===== src/hdl/sci_pkg.sv =====
`timescale 1ns / 1ps
// ----------------------------------------------------------------------------
// sci_pkg
// Shared types, constants and helper functions for the slave clock impulse
// driver.
// ----------------------------------------------------------------------------
package sci_pkg;

  localparam int TIME_W                = 10;
  localparam int MINUTES_PER_CYCLE_DEF = 12 * 60;
  localparam int WAIT_BITS_DEF         = 16;
  localparam int CFG_DATA_W            = 16;
  localparam int CFG_INDEX_W           = 2;

  typedef enum logic [CFG_INDEX_W-1:0] {
    REG_PULSE_SELECT    = 2'd0,
    REG_CATCH_UP_GAP    = 2'd1,
    REG_RELEASE_RECHECK = 2'd2,
    REG_REARM_POLL      = 2'd3
  } cfg_reg_t;

  localparam logic [4:0]  PULSE_SELECT_RST    = 5'd0;
  localparam logic [15:0] CATCH_UP_GAP_RST    = 16'd500;
  localparam logic [15:0] RELEASE_RECHECK_RST = 16'd10;
  localparam logic [7:0]  REARM_POLL_RST      = 8'd5;

  // Coil drive levels: bit 0 is bridge half A, bit 1 is bridge half B.
  localparam logic [1:0] COIL_NONE = 2'b00;
  localparam logic [1:0] COIL_A    = 2'b01;
  localparam logic [1:0] COIL_B    = 2'b10;

  typedef struct packed {
    logic [4:0]  pulse_select;
    logic [15:0] catch_up_gap;
    logic [15:0] release_recheck;
    logic [7:0]  rearm_poll;
  } cfg_t;

  typedef struct packed {
    logic              hit;
    logic [TIME_W-1:0] true_time;
  } minute_evt_t;

  function automatic logic [TIME_W-1:0] next_minute(input logic [TIME_W-1:0] t,
                                                    input logic [TIME_W-1:0] limit);
    logic [TIME_W:0] n;
    n = {1'b0, t} + {{TIME_W{1'b0}}, 1'b1};
    return (n >= {1'b0, limit}) ? '0 : n[TIME_W-1:0];
  endfunction

  // Impulse length in milliseconds for each select code.
  function automatic logic [9:0] pulse_ms(input logic [4:0] sel);
    logic [9:0] ms;
    case (sel)
      5'd0:  ms = 10'd130;
      5'd1:  ms = 10'd140;
      5'd2:  ms = 10'd150;
      5'd3:  ms = 10'd160;
      5'd4:  ms = 10'd170;
      5'd5:  ms = 10'd180;
      5'd6:  ms = 10'd190;
      5'd7:  ms = 10'd200;
      5'd8:  ms = 10'd210;
      5'd9:  ms = 10'd220;
      5'd10: ms = 10'd230;
      5'd11: ms = 10'd240;
      5'd12: ms = 10'd250;
      5'd13: ms = 10'd260;
      5'd14: ms = 10'd270;
      5'd15: ms = 10'd280;
      5'd16: ms = 10'd290;
      5'd17: ms = 10'd300;
      5'd18: ms = 10'd320;
      5'd19: ms = 10'd340;
      5'd20: ms = 10'd360;
      5'd21: ms = 10'd380;
      5'd22: ms = 10'd400;
      5'd23: ms = 10'd420;
      5'd24: ms = 10'd440;
      5'd25: ms = 10'd460;
      5'd26: ms = 10'd480;
      5'd27: ms = 10'd500;
      5'd28: ms = 10'd525;
      5'd29: ms = 10'd550;
      5'd30: ms = 10'd600;
      5'd31: ms = 10'd650;
      default: ms = 10'd130;
    endcase
    return ms;
  endfunction

endpackage


===== src/hdl/sci_cfg.sv =====
`timescale 1ns / 1ps
// ----------------------------------------------------------------------------
// sci_cfg
// Configuration register file, written through a plain write port.
// ----------------------------------------------------------------------------
module sci_cfg (
  input  logic                          clk,
  input  logic                          rst,
  input  logic                          cfg_write,
  input  logic [sci_pkg::CFG_INDEX_W-1:0] cfg_index,
  input  logic [sci_pkg::CFG_DATA_W-1:0]  cfg_data,
  output sci_pkg::cfg_t                 cfg
);
  import sci_pkg::*;

  always_ff @(posedge clk) begin
    if (rst) begin
      cfg.pulse_select    <= PULSE_SELECT_RST;
      cfg.catch_up_gap    <= CATCH_UP_GAP_RST;
      cfg.release_recheck <= RELEASE_RECHECK_RST;
      cfg.rearm_poll      <= REARM_POLL_RST;
    end else if (cfg_write) begin
      case (cfg_reg_t'(cfg_index))
        REG_PULSE_SELECT:    cfg.pulse_select    <= cfg_data[4:0];
        REG_CATCH_UP_GAP:    cfg.catch_up_gap    <= cfg_data;
        REG_RELEASE_RECHECK: cfg.release_recheck <= cfg_data;
        REG_REARM_POLL:      cfg.rearm_poll      <= cfg_data[7:0];
        default: ;
      endcase
    end
  end

endmodule


===== src/hdl/sci_minute.sv =====
`timescale 1ns / 1ps
// ----------------------------------------------------------------------------
// sci_minute
// Minute signal detection, true time counter, noon marker and re-arm poller.
// ----------------------------------------------------------------------------
module sci_minute #(
  parameter int MINUTES_PER_CYCLE = sci_pkg::MINUTES_PER_CYCLE_DEF
) (
  input  logic                       clk,
  input  logic                       rst,
  input  logic                       step,
  input  logic                       sig,
  input  logic [7:0]                 rearm_poll,
  output sci_pkg::minute_evt_t       evt,
  output logic [sci_pkg::TIME_W-1:0] true_time,
  output logic                       noon_level
);
  import sci_pkg::*;

  localparam logic [TIME_W-1:0] Limit = TIME_W'(MINUTES_PER_CYCLE);

  logic              signal_armed, signal_armed_next;
  logic              rearm_pending, rearm_pending_next;
  logic [7:0]        rearm_wait, rearm_wait_next;
  logic [TIME_W-1:0] true_time_next;
  logic              noon_level_next;
  logic              hit;

  always_comb begin
    signal_armed_next  = signal_armed;
    rearm_pending_next = rearm_pending;
    true_time_next     = true_time;
    noon_level_next    = noon_level;
    hit                = 1'b0;

    if (signal_armed && sig) begin
      hit                = 1'b1;
      true_time_next     = next_minute(true_time, Limit);
      noon_level_next    = (true_time_next == '0);
      rearm_pending_next = 1'b1;
      signal_armed_next  = 1'b0;
    end

    // The poller may already run in the tick that disarmed the input.
    if (rearm_pending_next) begin
      if (rearm_wait == '0) begin
        if (!sig) begin
          rearm_pending_next = 1'b0;
          signal_armed_next  = 1'b1;
        end
        rearm_wait_next = (rearm_poll == '0) ? '0 : rearm_poll - 8'd1;
      end else begin
        rearm_wait_next = rearm_wait - 8'd1;
      end
    end else begin
      rearm_wait_next = '0;
    end
  end

  always_ff @(posedge clk) begin
    if (rst) begin
      signal_armed  <= 1'b1;
      rearm_pending <= 1'b0;
      rearm_wait    <= '0;
      true_time     <= '0;
      noon_level    <= 1'b1;
    end else if (step) begin
      signal_armed  <= signal_armed_next;
      rearm_pending <= rearm_pending_next;
      rearm_wait    <= rearm_wait_next;
      true_time     <= true_time_next;
      noon_level    <= noon_level_next;
    end
  end

  assign evt.hit       = hit;
  assign evt.true_time = true_time_next;

endmodule


===== src/hdl/sci_drive.sv =====
`timescale 1ns / 1ps
// ----------------------------------------------------------------------------
// sci_drive
// Drive sequencer: impulse on alternate coils, shown time, release recheck
// and catch-up repeats.
// ----------------------------------------------------------------------------
module sci_drive #(
  parameter int MINUTES_PER_CYCLE = sci_pkg::MINUTES_PER_CYCLE_DEF,
  parameter int WAIT_BITS         = sci_pkg::WAIT_BITS_DEF
) (
  input  logic                       clk,
  input  logic                       rst,
  input  logic                       step,
  input  logic                       sig,
  input  logic                       pause,
  input  sci_pkg::minute_evt_t       evt,
  input  sci_pkg::cfg_t              cfg,
  output logic [1:0]                 coil_levels,
  output logic [sci_pkg::TIME_W-1:0] shown_time
);
  import sci_pkg::*;

  localparam logic [TIME_W-1:0] Limit   = TIME_W'(MINUTES_PER_CYCLE);
  localparam logic [31:0]       WaitMax = (32'd1 << WAIT_BITS) - 32'd1;

  logic                 drive_pending, drive_pending_next;
  logic                 impulse_on, impulse_on_next;
  logic [WAIT_BITS-1:0] drive_wait, drive_wait_next;
  logic [1:0]           coil_levels_next;
  logic [TIME_W-1:0]    shown_time_next;

  // A delay of D ms loads D-1; zero acts as one and long delays saturate.
  function automatic logic [WAIT_BITS-1:0] wait_load(input logic [15:0] ms);
    logic [15:0] w;
    logic [31:0] w32;
    w   = (ms == '0) ? '0 : ms - 16'd1;
    w32 = {16'd0, w};
    return (w32 > WaitMax) ? WaitMax[WAIT_BITS-1:0] : w32[WAIT_BITS-1:0];
  endfunction

  always_comb begin
    drive_pending_next = drive_pending | evt.hit;
    impulse_on_next    = impulse_on;
    drive_wait_next    = drive_wait;
    coil_levels_next   = coil_levels;
    shown_time_next    = shown_time;

    if (drive_pending_next) begin
      if (drive_wait == '0) begin
        if (!impulse_on) begin
          // While paused the on phase still lasts, but drives nothing.
          if (!pause) begin
            coil_levels_next = coil_levels | (shown_time[0] ? COIL_B : COIL_A);
            shown_time_next  = next_minute(shown_time, Limit);
          end
          impulse_on_next = 1'b1;
          drive_wait_next = wait_load({6'd0, pulse_ms(cfg.pulse_select)});
        end else begin
          coil_levels_next = COIL_NONE;
          if (sig) begin
            drive_wait_next = wait_load(cfg.release_recheck);
          end else begin
            impulse_on_next    = 1'b0;
            drive_pending_next = 1'b0;
            drive_wait_next    = '0;
            if (!pause && (shown_time != evt.true_time)) begin
              drive_pending_next = 1'b1;
              drive_wait_next    = wait_load(cfg.catch_up_gap);
            end
          end
        end
      end else begin
        drive_wait_next = drive_wait - {{(WAIT_BITS-1){1'b0}}, 1'b1};
      end
    end else begin
      drive_wait_next = '0;
    end
  end

  always_ff @(posedge clk) begin
    if (rst) begin
      drive_pending <= 1'b0;
      impulse_on    <= 1'b0;
      drive_wait    <= '0;
      coil_levels   <= COIL_NONE;
      shown_time    <= '0;
    end else if (step) begin
      drive_pending <= drive_pending_next;
      impulse_on    <= impulse_on_next;
      drive_wait    <= drive_wait_next;
      coil_levels   <= coil_levels_next;
      shown_time    <= shown_time_next;
    end
  end

endmodule


===== src/hdl/slave_clock_impulse_driver.sv =====
`timescale 1ns / 1ps
// ----------------------------------------------------------------------------
// slave_clock_impulse_driver
// Slave clock driver: counts master minute signals and steps the dial with
// alternating coil impulses until the shown time matches true time.
// ----------------------------------------------------------------------------
// Each request is one 1 ms tick carrying the minute signal and pause switch;
// it produces exactly one result with the coil levels, noon marker and both
// times after that tick. The block takes one request every clock cycle unless
// in_stall is high; the request is held in the input register until the state
// update writes the registers that are the result. Timing figures (impulse
// length, gaps, polls) are counted in ticks, not clocks.
// The user must write configuration only while no request is in flight;
// the block itself does not enforce it.
module slave_clock_impulse_driver #(
  parameter int MINUTES_PER_CYCLE = sci_pkg::MINUTES_PER_CYCLE_DEF,
  parameter int WAIT_BITS         = sci_pkg::WAIT_BITS_DEF
) (
  input  logic                            clk,
  input  logic                            rst,
  input  logic                            in_valid,
  output logic                            in_stall,
  input  logic                            minute_signal,
  input  logic                            pause_switch,
  output logic                            out_valid,
  input  logic                            out_stall,
  output logic                            coil_a,
  output logic                            coil_b,
  output logic                            noon_marker,
  output logic [sci_pkg::TIME_W-1:0]      true_minutes,
  output logic [sci_pkg::TIME_W-1:0]      shown_minutes,
  input  logic                            cfg_write,
  input  logic [sci_pkg::CFG_INDEX_W-1:0] cfg_index,
  input  logic [sci_pkg::CFG_DATA_W-1:0]  cfg_data
);
  import sci_pkg::*;

  cfg_t        cfg;
  minute_evt_t evt;
  logic        s1_valid;
  logic        s1_sig;
  logic        s1_pause;
  logic        step;
  logic [1:0]  coil_levels;

  // The state update runs when the result slot is free or being emptied.
  assign step     = s1_valid && (!out_valid || !out_stall);
  assign in_stall = s1_valid && !step;

  always_ff @(posedge clk) begin
    if (rst) begin
      s1_valid <= 1'b0;
    end else if (in_valid && !in_stall) begin
      s1_valid <= 1'b1;
    end else if (step) begin
      s1_valid <= 1'b0;
    end
  end

  always_ff @(posedge clk) begin
    if (in_valid && !in_stall) begin
      s1_sig   <= minute_signal;
      s1_pause <= pause_switch;
    end
  end

  always_ff @(posedge clk) begin
    if (rst) begin
      out_valid <= 1'b0;
    end else if (step) begin
      out_valid <= 1'b1;
    end else if (!out_stall) begin
      out_valid <= 1'b0;
    end
  end

  sci_cfg u_cfg (
    .clk       (clk),
    .rst       (rst),
    .cfg_write (cfg_write),
    .cfg_index (cfg_index),
    .cfg_data  (cfg_data),
    .cfg       (cfg)
  );

  sci_minute #(
    .MINUTES_PER_CYCLE (MINUTES_PER_CYCLE)
  ) u_minute (
    .clk        (clk),
    .rst        (rst),
    .step       (step),
    .sig        (s1_sig),
    .rearm_poll (cfg.rearm_poll),
    .evt        (evt),
    .true_time  (true_minutes),
    .noon_level (noon_marker)
  );

  sci_drive #(
    .MINUTES_PER_CYCLE (MINUTES_PER_CYCLE),
    .WAIT_BITS         (WAIT_BITS)
  ) u_drive (
    .clk         (clk),
    .rst         (rst),
    .step        (step),
    .sig         (s1_sig),
    .pause       (s1_pause),
    .evt         (evt),
    .cfg         (cfg),
    .coil_levels (coil_levels),
    .shown_time  (shown_minutes)
  );

  assign coil_a = coil_levels[0];
  assign coil_b = coil_levels[1];

`ifndef NO_ASSERTIONS
  a_coils_exclusive: assert property (@(posedge clk) disable iff (rst)
    !(coil_a && coil_b))
    else $error("both bridge halves driven at once");

  a_true_in_range: assert property (@(posedge clk) disable iff (rst)
    true_minutes < TIME_W'(MINUTES_PER_CYCLE))
    else $error("true time outside the dial cycle");

  a_shown_in_range: assert property (@(posedge clk) disable iff (rst)
    shown_minutes < TIME_W'(MINUTES_PER_CYCLE))
    else $error("shown time outside the dial cycle");

  a_time_moves_on_step: assert property (@(posedge clk) disable iff (rst)
    (!$past(rst) && (true_minutes != $past(true_minutes))) |-> $past(step))
    else $error("true time changed without a request being processed");

  a_result_held: assert property (@(posedge clk) disable iff (rst)
    (!$past(rst) && $past(out_valid && out_stall)) |->
      ($stable(shown_minutes) && $stable(coil_levels)))
    else $error("result changed while stalled");
`endif

endmodule


===== config.mk =====
export PLATFORM = sky130hd
export DESIGN_NAME = slave_clock_impulse_driver
export DESIGN_NICKNAME = d
export VERILOG_FILES = /design/src/hdl/sci_pkg.sv /design/src/hdl/sci_cfg.sv /design/src/hdl/sci_minute.sv /design/src/hdl/sci_drive.sv /design/src/hdl/slave_clock_impulse_driver.sv
export SDC_FILE = /design/constraint.sdc
export NUM_CORES = 1
export LEC_CHECK = 0
export BUFFER_PORTS_ARGS = -buffer_cell sky130_fd_sc_hd__buf_2
export CORE_MARGIN = 5
export CORE_UTILIZATION = 55
export CTS_BUF_LIST = sky130_fd_sc_hd__clkbuf_4
export DETAILED_ROUTE_END_ITERATION = 12
export HOLD_SLACK_MARGIN = 0.02
export PLACE_DENSITY_LB_ADDON = 0.05
export RECOVER_POWER = 25
export SLEW_MARGIN = 10
export SYNTH_ARGS = -nofsm -noshare
export SYNTH_HDL_FRONTEND = slang
export SYNTH_SLANG_ARGS = --single-unit

===== constraint.sdc =====
create_clock -name clk -period 3.85 [get_ports clk]
set_input_delay 0 -clock clk [delete_from_list [all_inputs] [get_ports clk]]
set_output_delay 0 -clock clk [all_outputs]
set_load 0.02 [all_outputs]

### After elaboration in Yosys (flattened, before gate mapping)

Memories as Yosys holds them, arrays and structs flattened. A register that Yosys moved wholly into a read port is not among the register bits.
Cells that the tools add are included.

* flip-flop bits (word level): 100
* memories: 1
* output and inout port bits: 25
* bits in read-only memories: 320
* input port bits: 25
* word-level logic and storage cells: 108

Memory list
* (no name shown): words 32, width 10, rd ports 1, clocked after Yosys merged registers in 1, write ports 0, RTL line sci_pkg.sv:54 `case (sel)`

* order comparisons: 2
* add/subtract/negate cells: 8
* eq/ne operators: 6
* reduce and logical (&&, ||, !) cells: 28
* muxes and demuxes: 41
* bitwise gates (word level): 4

Operators by type and width (number)
* $mux W16: 8
* $mux W10: 6
* $logic_not A16 Y1: 3
* $sub A16 B1 Y16 const B: 3
* $mux W8: 3
* $add A10 B1 Y11 const B: 2
* $ge A11 B10 Y1 const B: 2
* $logic_not A10 Y1: 2
* $mux W1: 19
* $logic_not A8 Y1: 2
* $sub A8 B1 Y8 const B: 2
* $sub A10 B1 Y11 const B: 1
* $mux W5: 2
* $ne A10 B10 Y1: 1
* $reduce_and A2 Y1: 5
* $mux W2: 3
* $logic_and A1 B1 Y1: 5
* $logic_not A1 Y1: 5
* $reduce_and A5 Y1: 1
* $eq A2 B2 Y1 const B: 2
* $ne A2 B1 Y1 const B: 2
* $reduce_and A4 Y1: 1
* $reduce_and A3 Y1: 1
* $eq A2 B1 Y1 const B: 1
* other kinds (6): 7

### Longest topological paths before layout

* depth after elaboration: 11
* mapped depth: 14
* depth with buffers taken out: 11

### Hierarchy

From an unflattened synthesis, not the netlist that was laid out.

* cells, all modules: 926
* area, all modules: 7419.6 sq um

Modules (own cells, without submodules)
* sci_drive: sequential area each 600.6 sq um, area each 3558.4 sq um, times used 1, cells an instance 496
* sci_cfg: sequential area each 900.9 sq um, area each 1871.8 sq um, times used 1, cells an instance 179
* sci_minute: sequential area each 420.4 sq um, area each 1843.0 sq um, times used 1, cells an instance 239
* slave_clock_impulse_driver: sequential area each 100.1 sq um, area each 146.4 sq um, times used 1, cells an instance 12

### Least setup slack after synthesis

Ideal clock, no wire load.

* path kind: register to register
* start point: register u_minute.true_time[0] (netlist name)
* end point: register u_drive.drive_wait[4]
* period minus slack after synthesis: 3.459 ns
* arrival time: 3.341 ns
* buffers on the path: 4
* path slack: 0.391 ns
* cell stages (with the launch flop): 15
* library setup time: 0.118 ns
* cells stage by stage: dfxtp_1 ha_1 buf_2 inv_2 nor3_2 o32ai_2 nor2b_1 buf_6 o311a_1 or4_1 or4_1 buf_2 buf_6 a211oi_2 nor2_1

* cells in the longest elaborated chain, start to end: 11

Ends and longest elaborated chain
* start: declaration: RTL line sci_minute.sv:15 `output logic [sci_pkg::TIME_W-1:0] true_time,`
* start signal: assignment: RTL line sci_minute.sv:71 `true_time <= true_time_next;`
* $add A10 B1 Y11: RTL line sci_pkg.sv:47 `n = {1'b0, t} + {{TIME_W{1'b0}}, 1'b1};`
* $ge A11 B10 Y1: RTL line sci_pkg.sv:48 `return (n >= {1'b0, limit}) ? '0 : n[TIME_W-1:0];`
* $mux W10: RTL line sci_pkg.sv:48
* $mux W10 (*): RTL line sci_minute.sv:36 `if (signal_armed && sig) begin`
* $ne A10 B10 Y1 (*): RTL line sci_drive.sv:66 `if (!pause && (shown_time != evt.true_time)) begin`
* $logic_and A1 B1 Y1 (*): RTL line sci_drive.sv:66
* $mux W16 (*): RTL line sci_drive.sv:66
* $mux W16 (*): RTL line sci_drive.sv:60 `if (sig) begin`
* $mux W16 (*): RTL line sci_drive.sv:50 `if (!impulse_on) begin`
* $mux W16 (*): RTL line sci_drive.sv:49 `if (drive_wait == '0) begin`
* $mux W16 (*): RTL line sci_drive.sv:48 `if (drive_pending_next) begin`
* end signal: assignment: RTL line sci_drive.sv:90 `drive_wait <= drive_wait_next;`
* end: declaration: RTL line sci_drive.sv:28 `logic [WAIT_BITS-1:0] drive_wait, drive_wait_next;`

Mark *: on every way between the ends. The rest lies on a longest branch, timed or not.
A chain may end at the register's enable or synchronous reset.

### Worst setup path after layout

* start point: register u_minute.true_time[2] (netlist name)
* end point: register u_drive.drive_wait[8]

The elaborated chain is that of the path after synthesis.

==> results.py <==
metrics = {
    "placement": {
        "gp_congestion": 0.935,
        "hpwl_um": 14900,
        "dp_cells": 1224,
        "port_buffers": 49,
    },
    "timing": {
        "setup_viol": 0,
        "timing.setup.tns_ns": 0,
        "finClkSkew_ns": 0.0275,
        "hold_viol": 0,
        "rsz0062_at_grt": "false",
        "fin_crit_ns": 3.55,
        "fmax_mhz": 282,
        "slew_headroom_pct": 32.1,
        "tightest_slew_ns": 1.01,
        "min_period_over_period_pct": 92.3,
        "finalMaxSlewViolations": 0,
    },
    "power": {
        "p_seq_share_pct": 43.5,
        "vdd_drop_max_uv": 241,
        "combPwrFrac_pct": 36.8,
        "leakagePower_nw": 2.99,
        "p_int_w": 0.00188,
        "power.density_mw_per_mm2": 383,
        "p_clk_share_pct": 19.7,
        "p_sw_w": 0.00126,
        "p_sw_share_pct": 40.1,
    },
    "critical_path": {
        "crit_top_cell": "or4_1",
        "arrival_ns": 3.94,
        "r2r_start": "u_minute.true_time[2]$_SDFFE_PP0P_",
        "worstSetupStartpointType": "register",
        "slowest_stage": "or4_1",
        "critPathTopFamily": "simple AND/OR/NAND/NOR gates",
        "slowest_delay_ns": 0.52,
        "path_buf_inv": 2,
        "critical_path_class": "reg2reg",
        "cp-startpoint": "u_minute.true_time[2]$_SDFFE_PP0P_",
        "critPathRequiredTime_ns": 4.24,
        "cp_cell_sequence": "clkbuf_1, and4_1, nand2_1, o22a_1, nor4_1, mux2i_1, or4_1, or4_1, buf_4, a21oi_1, o22ai_1",
        "worstSetupEndpointType": "register",
        "cp_max_fo": 15,
    },
    "layout": {
        "area_delta_synth_final_pct": 10.6,
        "antennaDiodeCount": 0,
        "final_common_cell": "nand2_1",
        "layout-drive-gt1-share_pct": 8.51,
        "layout.cells.non_filler": 1269,
        "nNetsFinal": 1135,
        "mostFrequentLayoutCells": "nand2_1 (160), dfxtp_1 (108), nor2_1 (106)",
    },
    "grt": {
        "antenna_found_initial": 0,
        "grt_pass1_vias": 6862,
        "grt_pass1_wl_um": 34000,
        "grt_max_degree": 51,
        "overflow": 0,
        "grt_usage_pct": 25.6,
    },
    "routing": {
        "remaining_drc_errors": 0,
        "ant_nets": 0,
        "vias": 7677,
        "viasPerCell": 6.05,
        "post_drt_wl_per_cell_um": 16.3,
        "drt_wl_total_um": 20600,
        "dr.pass1.iters": 7,
        "dr.first_iter.drc_count": 650,
    },
    "yosys": {
        "yosysWarnings": 0,
        "synth_cell_types": 70,
        "synth_seq_cells": 110,
        "syn_nets": 1087,
        "synth-main-ff-cell": "dfxtp_1",
        "syn_area_per_cell_um2": 7.13,
        "synthArstFlopShare_pct": 0,
        "yosysSeqAreaShare_pct": 30.0,
        "syn_inst": 1040,
        "synth_area_mm2": 0.00741,
        "synth-edff-count": 2,
    },
    "floorplanning": {
        "start_util_pct": 56.0,
        "ios": 50,
        "fp.dieW_um": 126,
        "dieArea_mm2": 0.0159,
        "num_rows": 42,
        "die_h_um": 126,
        "fp.coreArea_mm2": 0.0132,
    },
    "clock_tree": {
        "clkLatencyLatePin_ns": 0.51,
        "postCtsSetupRepairBufs": 0,
        "cts_resized": 0,
        "clock-root-buffer": "clkbuf_4",
        "cts_buffers": 9,
        "cts_sinks": 110,
        "clk_path_buf_depth": 2,
        "clkTransAtPathRegs_ns": 0.16,
        "hold_buffers": 29,
        "cts_tree": "built",
        "cts-htree-levels": 3,
    },
    "min_path": {
        "hold_start": "pause_switch",
        "hold_path_class": "in2reg",
    },
    "status": {
        "outcome": "completed",
    },
    "flow_run": {
        "drv_cap": 0,
    },
}
## cell families (layout without fill, tap and decap cells)
| group | count (synthesis) | in the layout | synth area share [%] |
|---|---|---|---|
| AND/OR/NAND/NOR | 465 | 465 | 30.1 |
| AO/OA/AOI/OAI | 284 | 284 | 23.4 |
| buffers and inverters | 99 | 152 | 5.47 |
| multiplexers | 12 | 12 | 1.64 |
| flip-flops | 110 | 110 | 30.0 |
| XOR/XNOR | 48 | 48 | 5.67 |
| adder cells (fa/ha/maj) | 22 | 22 | 3.71 |
## Yosys cell counts (all sizes together), types with 3 or more instances
library cell,n,area [um^2]
nor3b,8,60.1
o211ai,9,67.6
dfxtp,108,2160
and2,8,50.1
and4,4,35.0
or3,12,75.1
nor2,107,409
nor3,47,240
a2bb2oi,3,26.3
inv,32,120
o32ai,3,33.8
clkbuf,51,191
nor4,18,113
or2,5,31.3
and3,13,81.3
o31a,3,26.3
nand4b,5,43.8
nand3b,7,52.6
xnor2,28,245
o21ai,84,420
a222oi,3,30.0
nand2b,3,18.8
o41ai,4,35.0
a211oi,11,103
nor4b,5,43.8
a21oi,101,505
nand3,33,165
nand4,12,81.3
o22ai,7,43.8
a221oi,5,43.8
a31oi,13,81.3
buf,16,93.8
mux2i,11,110
a31o,3,26.3
nand2,160,601
a21o,5,37.5
ha,22,275
or4,16,120
o31ai,6,45.0
xor2,20,175
o21a,4,30.0
## power groups by stage
stage / sequential (W) / clock, W / combinational [W]
after CTS: 0.00136 / 0.000628 / 0.00115
after detailed placement: 0.00139 / 0 / 0.00112
after global routing: 0.00138 / 0.000683 / 0.00129
final: 0.00136 / 0.000619 / 0.00115
after global placement: 0.00138 / 0 / 0.00111
after floorplan: 0.00134 / 0 / 0.000895
## sequential cells by signal (all words and copies together) (netlist names), named ones only
signal / count
u_cfg.cfg: 45
u_drive.drive_wait: 16
u_drive.shown_time: 10
u_minute.true_time: 10
u_minute.rearm_wait: 8
u_drive.coil_levels: 2
out_valid: 1
s1_pause: 1
s1_sig: 1
s1_valid: 1
u_drive.drive_pending: 1
u_drive.impulse_on: 1
u_minute.noon_level: 1
u_minute.rearm_pending: 1
u_minute.signal_armed: 1
## path summary, 6_finish.rpt
path                                                            to  slack (ns)  cells after the start
worst max-delay path            u_drive.drive_wait[8]$_SDFFE_PP0P_        0.30                     11
worst min-delay path                            s1_pause$_DFFE_PP_        0.20                      2
worst max register to register  u_drive.drive_wait[8]$_SDFFE_PP0P_        0.30                     11
worst min register to register          u_cfg.cfg[22]$_SDFFE_PP0P_        0.50                      2
## layout make-up
type	instances	area, um^2
fill	1324	5050
inverter	32	120
clock buffer	10	75.1
clock inverter	6	70.1
multi-input combinational	831	4780
tap	176	220
timing repair buffer	104	702
sequential	110	2220
## routing by layer
metal / GRT usage [%] / up-vias / share of wire [%]
li1: - / 3845 / -
met1: 34.9 / 3517 / 45
met2: 42.2 / 284 / 47
met3: 3.22 / 31 / 5.9
met4: 8.52 / 0 / 2.1
met5: 0 / - / 0
## stage by stage
step | hold slack, ns | utilization [%] | worst slack (ns) | instance area, um^2 | power, W
final | 0.203 | 61.9 | 0.298 | 8190 | 0.00313
after global routing | 0.191 | 61.9 | 0.0719 | 8190 | 0.00336
after CTS | 0.176 | 62.1 | 0.360 | 8220 | 0.00313
after detailed placement | 0.178 | 58.8 | 0.376 | 7790 | 0.00250
after global placement | 0.177 | 58.8 | 0.425 | 7790 | 0.00249
after floorplan | 0.0989 | - | 0.391 | 7410 | 0.00224
Note: power is estimated with default switching activity, not from simulation.
